--- config.mk ---
export PLATFORM = sky130hd
export DESIGN_NAME = thm_ctrl
export DESIGN_NICKNAME = d
export VERILOG_FILES = /design/src/sv/thm_pkg.sv /design/src/sv/thm_ctrl.sv
export SDC_FILE = /design/constraint.sdc
export NUM_CORES = 1
export LEC_CHECK = 0
export BUFFER_PORTS_ARGS = -buffer_cell sky130_fd_sc_hd__buf_2
export CORE_MARGIN = 2
export CORE_UTILIZATION = 40
export CTS_CLUSTER_SIZE = 24
export DETAILED_ROUTE_END_ITERATION = 7
export GPL_TIMING_DRIVEN = 0
export PLACE_DENSITY_LB_ADDON = 0.3
export SYNTH_ARGS = -nofsm -noshare
export SYNTH_HDL_FRONTEND = slang
export SYNTH_SLANG_ARGS = --single-unit
export TNS_END_PERCENT = 1
--- constraint.sdc ---
create_clock -name aclk -period 3.1 [get_ports aclk]
set_input_delay 0 -clock aclk [delete_from_list [all_inputs] [get_ports aclk]]
set_output_delay 0 -clock aclk [all_outputs]
set_load 0.05 [all_outputs]
--- src/sv/thm_pkg.sv ---
`timescale 1ns / 1ps
package thm_pkg;

    localparam int GRID_SIDE_DEF = 256;
    localparam int CACHE_DEF     = 1024;

    localparam int CFG_W      = 17;
    localparam int SIDE_CFG_W = 9;
    localparam int QUOT_W     = 32;
    localparam int DIVR_W     = 17;
    localparam int DVD_W      = QUOT_W + DIVR_W;
    localparam int EPOCH_W    = 8;
    localparam int CELL_W     = 32;

    localparam logic [1:0] OP_EVENT = 2'd0;
    localparam logic [1:0] OP_DECAY = 2'd1;
    localparam logic [1:0] OP_CLEAN = 2'd2;
    localparam logic [1:0] OP_RSVD  = 2'd3;

    localparam logic [1:0] ST_OK    = 2'd0;
    localparam logic [1:0] ST_OOG   = 2'd1;
    localparam logic [1:0] ST_NOBIN = 2'd2;

    localparam logic [1:0] CFG_BIN   = 2'd0;
    localparam logic [1:0] CFG_DECAY = 2'd1;
    localparam logic [1:0] CFG_SIDE  = 2'd2;

    typedef struct packed {
        logic load;
        logic clr_step;
        logic div_start;
        logic div_dec;
        logic bin_eval;
        logic i_clr;
        logic i_inc;
        logic w_inc;
        logic cache_rd;
        logic lk_hit;
        logic lk_miss;
        logic addr_load;
        logic addr_key;
        logic cell_rd;
        logic cell_wr;
        logic evt_inc;
        logic dec_chk;
        logic dec_mul;
        logic keep_wr;
        logic cnt_set;
        logic set_oog;
        logic set_nobin;
        logic out_load;
    } thm_cmd_t;

    typedef struct packed {
        logic [1:0] op;
        logic       clr_last;
        logic       div_done;
        logic       wrap;
        logic       scan_end;
        logic       hit;
        logic       oog;
        logic       bin_open;
        logic       skip;
        logic       keep;
        logic       out_free;
    } thm_st_t;

endpackage

--- src/sv/thm_ctrl.sv ---
`timescale 1ns / 1ps
module thm_ctrl (
    input  logic              aclk,
    input  logic              aresetn,
    input  logic              s_valid,
    output logic              s_ready,
    input  thm_pkg::thm_st_t  st,
    output thm_pkg::thm_cmd_t cmd
);
    import thm_pkg::*;

    localparam logic [4:0] S_RCLR = 5'd0;
    localparam logic [4:0] S_IDLE = 5'd1;
    localparam logic [4:0] S_DISP = 5'd2;
    localparam logic [4:0] S_BDS  = 5'd3;
    localparam logic [4:0] S_BDW  = 5'd4;
    localparam logic [4:0] S_BIN  = 5'd5;
    localparam logic [4:0] S_WCLR = 5'd6;
    localparam logic [4:0] S_LRD  = 5'd7;
    localparam logic [4:0] S_LCMP = 5'd8;
    localparam logic [4:0] S_LMIS = 5'd9;
    localparam logic [4:0] S_CELL = 5'd10;
    localparam logic [4:0] S_CRD  = 5'd11;
    localparam logic [4:0] S_CWR  = 5'd12;
    localparam logic [4:0] S_DRD  = 5'd13;
    localparam logic [4:0] S_DCHK = 5'd14;
    localparam logic [4:0] S_DMUL = 5'd15;
    localparam logic [4:0] S_DDS  = 5'd16;
    localparam logic [4:0] S_DDW  = 5'd17;
    localparam logic [4:0] S_KRD  = 5'd18;
    localparam logic [4:0] S_KCHK = 5'd19;
    localparam logic [4:0] S_DONE = 5'd20;

    logic [4:0] state_reg;
    logic [4:0] state_next;

    always_ff @(posedge aclk) begin
        if (!aresetn) begin
            state_reg <= S_RCLR;
        end else begin
            state_reg <= state_next;
        end
    end

    assign s_ready = (state_reg == S_IDLE);

    always_comb begin
        cmd        = '0;
        state_next = state_reg;
        case (state_reg)
            S_RCLR: begin
                cmd.clr_step = 1'b1;
                if (st.clr_last) state_next = S_IDLE;
            end
            S_IDLE: begin
                if (s_valid) begin
                    cmd.load   = 1'b1;
                    state_next = S_DISP;
                end
            end
            S_DISP: begin
                cmd.i_clr = 1'b1;
                case (st.op)
                    OP_EVENT: state_next = S_BDS;
                    OP_DECAY: begin
                        if (st.bin_open) begin
                            state_next = S_DRD;
                        end else begin
                            cmd.set_nobin = 1'b1;
                            state_next    = S_DONE;
                        end
                    end
                    OP_CLEAN: state_next = S_KRD;
                    default:  state_next = S_DONE;
                endcase
            end
            S_BDS: begin
                cmd.div_start = 1'b1;
                state_next    = S_BDW;
            end
            S_BDW: begin
                if (st.div_done) state_next = S_BIN;
            end
            S_BIN: begin
                cmd.bin_eval = 1'b1;
                state_next   = st.wrap ? S_WCLR : S_LRD;
            end
            S_WCLR: begin
                cmd.clr_step = 1'b1;
                if (st.clr_last) state_next = S_LRD;
            end
            S_LRD: begin
                if (st.scan_end) begin
                    state_next = S_LMIS;
                end else begin
                    cmd.cache_rd = 1'b1;
                    state_next   = S_LCMP;
                end
            end
            S_LCMP: begin
                if (st.hit) begin
                    cmd.lk_hit = 1'b1;
                    state_next = S_CELL;
                end else begin
                    cmd.i_inc  = 1'b1;
                    state_next = S_LRD;
                end
            end
            S_LMIS: begin
                cmd.lk_miss = 1'b1;
                state_next  = S_CELL;
            end
            S_CELL: begin
                if (st.oog) begin
                    cmd.set_oog = 1'b1;
                    state_next  = S_DONE;
                end else begin
                    cmd.addr_load = 1'b1;
                    state_next    = S_CRD;
                end
            end
            S_CRD: begin
                cmd.cell_rd = 1'b1;
                state_next  = S_CWR;
            end
            S_CWR: begin
                cmd.cell_wr = 1'b1;
                if (st.op == OP_EVENT) begin
                    cmd.evt_inc = 1'b1;
                    state_next  = S_DONE;
                end else begin
                    cmd.i_inc  = 1'b1;
                    state_next = S_DRD;
                end
            end
            S_DRD: begin
                if (st.scan_end) begin
                    state_next = S_DONE;
                end else begin
                    cmd.cache_rd = 1'b1;
                    state_next   = S_DCHK;
                end
            end
            S_DCHK: begin
                if (st.skip) begin
                    cmd.i_inc  = 1'b1;
                    state_next = S_DRD;
                end else begin
                    cmd.dec_chk   = 1'b1;
                    cmd.addr_load = 1'b1;
                    cmd.addr_key  = 1'b1;
                    state_next    = S_DMUL;
                end
            end
            S_DMUL: begin
                cmd.dec_mul = 1'b1;
                state_next  = S_DDS;
            end
            S_DDS: begin
                cmd.div_start = 1'b1;
                cmd.div_dec   = 1'b1;
                state_next    = S_DDW;
            end
            S_DDW: begin
                if (st.div_done) state_next = S_CRD;
            end
            S_KRD: begin
                if (st.scan_end) begin
                    cmd.cnt_set = 1'b1;
                    state_next  = S_DONE;
                end else begin
                    cmd.cache_rd = 1'b1;
                    state_next   = S_KCHK;
                end
            end
            S_KCHK: begin
                cmd.i_inc = 1'b1;
                if (st.keep) begin
                    cmd.keep_wr = 1'b1;
                    cmd.w_inc   = 1'b1;
                end
                state_next = S_KRD;
            end
            S_DONE: begin
                if (st.out_free) begin
                    cmd.out_load = 1'b1;
                    state_next   = S_IDLE;
                end
            end
            default: state_next = S_IDLE;
        endcase
    end
endmodule

# Word level (Yosys, flattened, before mapping)
# Cells that the tools add are included.
# W data, S select, Z words.
[totals] ff_bits=5 in_bits=15 output_inout_bits=24 word_cells=89
[classes] n_eq_ne=28 mux=54 reduce_logical=6
[ops] op="$pmux W5 S21" n=1
[ops] op="$mux W5" n=10
[ops] op="$eq A5 B4 Y1 const B" n=8
[ops] op="$mux W1" n=35
[ops] op="$eq A5 B5 Y1 const B" n=5
[ops] op="$eq A5 B3 Y1 const B" n=4
[ops] op="$pmux W5 S3" n=1
[ops] op="$ne A2 B2 Y1 const B" n=6
[ops] op="$eq A5 B2 Y1 const B" n=2
[ops] op="$mux W2" n=3
[ops] op="$reduce_and A6 Y1" n=1
[ops] op="$eq A5 B1 Y1 const B" n=1
[ops] op="$logic_not A5 Y1" n=1
[ops] op="$mux W4" n=1
[ops] op="$pmux W1 S4" n=1
[ops] op="$reduce_or A2 Y1" n=2
[ops] op="$mux W3" n=1
[ops] op="$reduce_or A3 Y1" n=1
[ops] op="$eq A2 B1 Y1 const B" n=1
[ops] op="$eq A2 B2 Y1 const B" n=1
[ops] op="$logic_not A2 Y1" n=1
[ops] op="$pmux W1 S2" n=1

# Longest topological paths before layout
[depth] ltp_word=3 depth_mapped=8 ltp_nobuf=5

# Worst setup path before layout
# No wires, ideal clock.
[synth_timing] kind="reg2reg" start="reg state_reg[3]" end="reg state_reg[4]" setup_time_ps=70 arrival_ps=2364 required_time_ps=3030 path_slack_ps=666 stages_incl_launch_ff=6 path_buffers=1 period_less_slack_ps=2434 path_cell_list="dfxtp_1 > buf_2 > nand2b_1 > nor3_1 > nor4_1 > a21boi_1"
[synth_via] elab_chain_len=3 elab_cells_between_ends=29 classes_between="26 x eq/ne; 1 x mux; 2 x reduce/logical"
[synth_lines] element="from (decl)" line_no="thm_ctrl.sv:34" text="logic [4:0] state_reg;"
[synth_lines] element="from (signal assigned)" line_no="thm_ctrl.sv:41" text="state_reg <= state_next;"
[synth_lines] element="$eq A5 B3 Y1 (tied with other cells)" line_no="thm_ctrl.sv:50" text="case (state_reg)"
[synth_lines] element="$ne A2 B2 Y1 (no source line)"
[synth_lines] element="$reduce_and A6 Y1 (no source line)"
# Several ways; a longest one is shown, not always the timed one.
# A chain may end at the register's enable or synchronous reset.

==> results by group <==
CTS
  – Longest Clk Path Bufs: 2
  – TritonCTS Buffers: 3
  – Clock-pin slew on the worst setup and hold paths: 0.04 ns
  – Hold Buf Count CTS: 0
  – Htree depth: 1
  – Post-CTS Setup Inserts: 0
  – Worst-Skew Late Latency: 0.24 ns
  – Post-CTS sizing: 0
  – Sinks on Clock Net: 5
  – Clock root buffer: clkbuf_4
  – CTS tree: yes

Critical path
  – CP required: 3.10 ns
  – Critical Path AT: 2.16 ns
  – CP Capture Type: primary output
  – Crit path max fanout: 10
  – Critical path type: flip-flop to primary output
  – Setup crit start kind: flip-flop

Pwr
  – Leak Pwr: 0.5353 nW
  – Peak VDD IR: 288.1 uV
  – Pwr dens: 368.1 mW/mm^2

GRT
  – Global-route wire length before repair: 4843 um
  – Vias in the first global route: 1,094
  – Gr usage total: 22.51%
  – Total global routing overflow: 0
  – Initial antenna violation count: 0
  – Largest net degree at the start of global routing: 11

Drt
  – DRC viols: 0
  – Initial DRC Count: 87
  – Final WL: 2924 um
  – Vias per inst: 5.957
  – Post-DR wirelength/cell: 14.13 um
  – Final ANT Viol Nets: 0
  – TritonRoute pass-1 iters: 4
  – Via Count: 1,233

Floorplan
  – Ports: 39
  – DIE AREA: 0.002749 mm^2
  – Core Region: 0.002212 mm^2
  – Initial Util: 42.42%
  – Num rows: 17
  – Die height: 52.44 um
  – Die width: 52.44 um

Hold path
  – Min-Delay Path Class: input pin to flip-flop

Synthesis
  – Sequential share of the synthesized area: 10.67%
  – Top_reg_cell synth: dfxtp_1
  – Mapped Area: 938.4 um^2
  – Synthesized Nets: 152
  – Mapped Cells: 137
  – Yosys cell types: 47
  – Number of synthesized register bits: 5
  – Ys Warns: 0
  – Async set-reset flop share out of synthesis: 0%
  – EDFF count, synth: 0
  – Syn_area_per_cell: 6.850 um^2

Placed design
  – Cell Area, Placed: 0.001164 mm^2
  – GP Congestion: 0.9459
  – HPWL after DPL: 2207 um
  – PortBufs: 38

Finish
  – Fraction of layout cells with a size suffix above 1: 34.64%
  – Storage cell area: 100.1 um^2
  – Fill cells: 230
  – Layout area overhead: 26.80%
  – N_diodes: 0
  – Multi-input logic area: 743.2 um^2
  – Final Cell Area: 0.001190 mm^2
  – Max FFs per register: 5
  – NumNets Final: 195

Timing
  – Final Slew Violations: 0
  – RSZ-0062 raised after global routing: no
  – Clock Skews: 0.0001987 ns
  – Worst Tran Pin Value: 0.7840 ns
  – Fin crit period: 2.162 ns
  – Period utilization: 69.75%
  – Endpoints failing setup: 0
  – Slew headroom: 47.62%
  – Fmax: 0.4625 GHz
  – Final Hold Fails: 0
  – Setup TNS: 0 ns

Outcome
  – Outcome: complete, no violations

Run
  – Maximum capacitance violations: 0
-- synth_stat cells (2+ instances only) --
cell	instances	area (um^2)
a211oi_1	3	22.52
a21oi_1	7	35.03
and2_1	3	18.77
buf_2	7	35.03
buf_4	3	22.52
buf_6	2	22.52
dfxtp_1	5	100.1
inv_1	3	11.26
nand2_1	13	48.80
nand2b_1	6	37.54
nand3_1	5	25.02
nor2_1	12	45.04
nor2b_1	4	25.02
nor3_1	11	55.05
nor3b_1	2	15.01
nor4_1	4	25.02
o21a_1	3	22.52
o21ai_0	10	50.05
o22ai_1	2	12.51
or2_2	2	12.51
or4_1	4	30.03
-- final timing paths --
kind | cells after the start | slack (ns) | endpoint | from
max | 5 | 0.94 | cmd[14] | state_reg[0]$_SDFFE_PN0P_
min | 2 | 0.04 | state_reg[1]$_SDFFE_PN0P_ | aresetn
max reg2reg | 6 | 1.27 | state_reg[3]$_SDFFE_PN0P_ | state_reg[0]$_SDFFE_PN0P_
min reg2reg | 3 | 0.85 | state_reg[1]$_SDFFE_PN0P_ | state_reg[1]$_SDFFE_PN0P_
-- final cells by class --
| type | count | share of cell area [%] |
|---|---|---|
| multi-input combinational | 116 | 62.46 |
| timing repair buffer | 38 | 15.98 |
| tap | 28 | 2.944 |
| sequential | 5 | 8.412 |
| inverter | 3 | 0.9464 |
| clock buffer | 4 | 2.208 |
| buffer | 13 | 7.045 |
-- report_power, final --
| group | switching (mW) | internal [mW] |
|---|---|---|
| Sequential | 0.0117 | 0.0715 |
| Clock | 0.0259 | 0.0486 |
| Combinational | 0.187 | 0.0928 |
| Total | 0.225 | 0.213 |
-- cells by family after synthesis --
logic type | Yosys count | share of synthesized area [%]
AND/OR/NAND/NOR | 78 | 49.73
AO/OA/AOI/OAI | 35 | 26.40
buffers and inverters | 16 | 10.13
flip-flops | 5 | 10.67
XOR/XNOR | 2 | 1.867
multiplexers | 1 | 1.200
-- metrics by stage --
step           instances  utilization (%)  setup slack [ns]  hold slack [ns]  total power [mW]
2_1_floorplan        137                -            0.6665           0.1177            0.2911
3_3_place_gp         203            52.60             1.224           0.2770            0.3569
3_5_place_dp         203            52.60             1.188           0.2830            0.3599
4_1_cts              207            53.79            0.9472          0.04407            0.4344
5_1_grt              207            53.79            0.7256          0.07565            0.4693
6_report             207            53.79            0.9378          0.04252            0.4380
-- cells in the final DEF (no fill, tap or decap), types with 2 or more instances in the layout --
cell	n
a211oi_1	3
a21oi_1	7
and2_1	3
buf_2	45
buf_4	3
buf_6	2
clkbuf_1	2
clkbuf_4	3
dfxtp_1	5
inv_1	3
nand2_1	13
nand2b_1	6
nand3_1	5
nor2_1	12
nor2b_1	4
nor3_1	11
nor3b_1	2
nor4_1	4
o21a_1	3
o21ai_0	10
o22ai_1	2
or2_2	2
or4_1	4
-- critical path: stages (launching register included) --
cell	delay (ns)
dfxtp_1	0.47
clkbuf_1	0.35
inv_1	0.16
or4_1	0.52
a21oi_1	0.15
buf_2	0.27
-- routing by layer --
layer / up-vias / routed length [um] / global-route usage, %
met2: 79 / 1372 / 36.67
met4: 0 / 61 / 6.410
met5: - / 0 / 0
li1: 595 / - / -
met1: 549 / 1214 / 31.44
met3: 10 / 275 / 1.714
(Power assumes the default switching activity.)
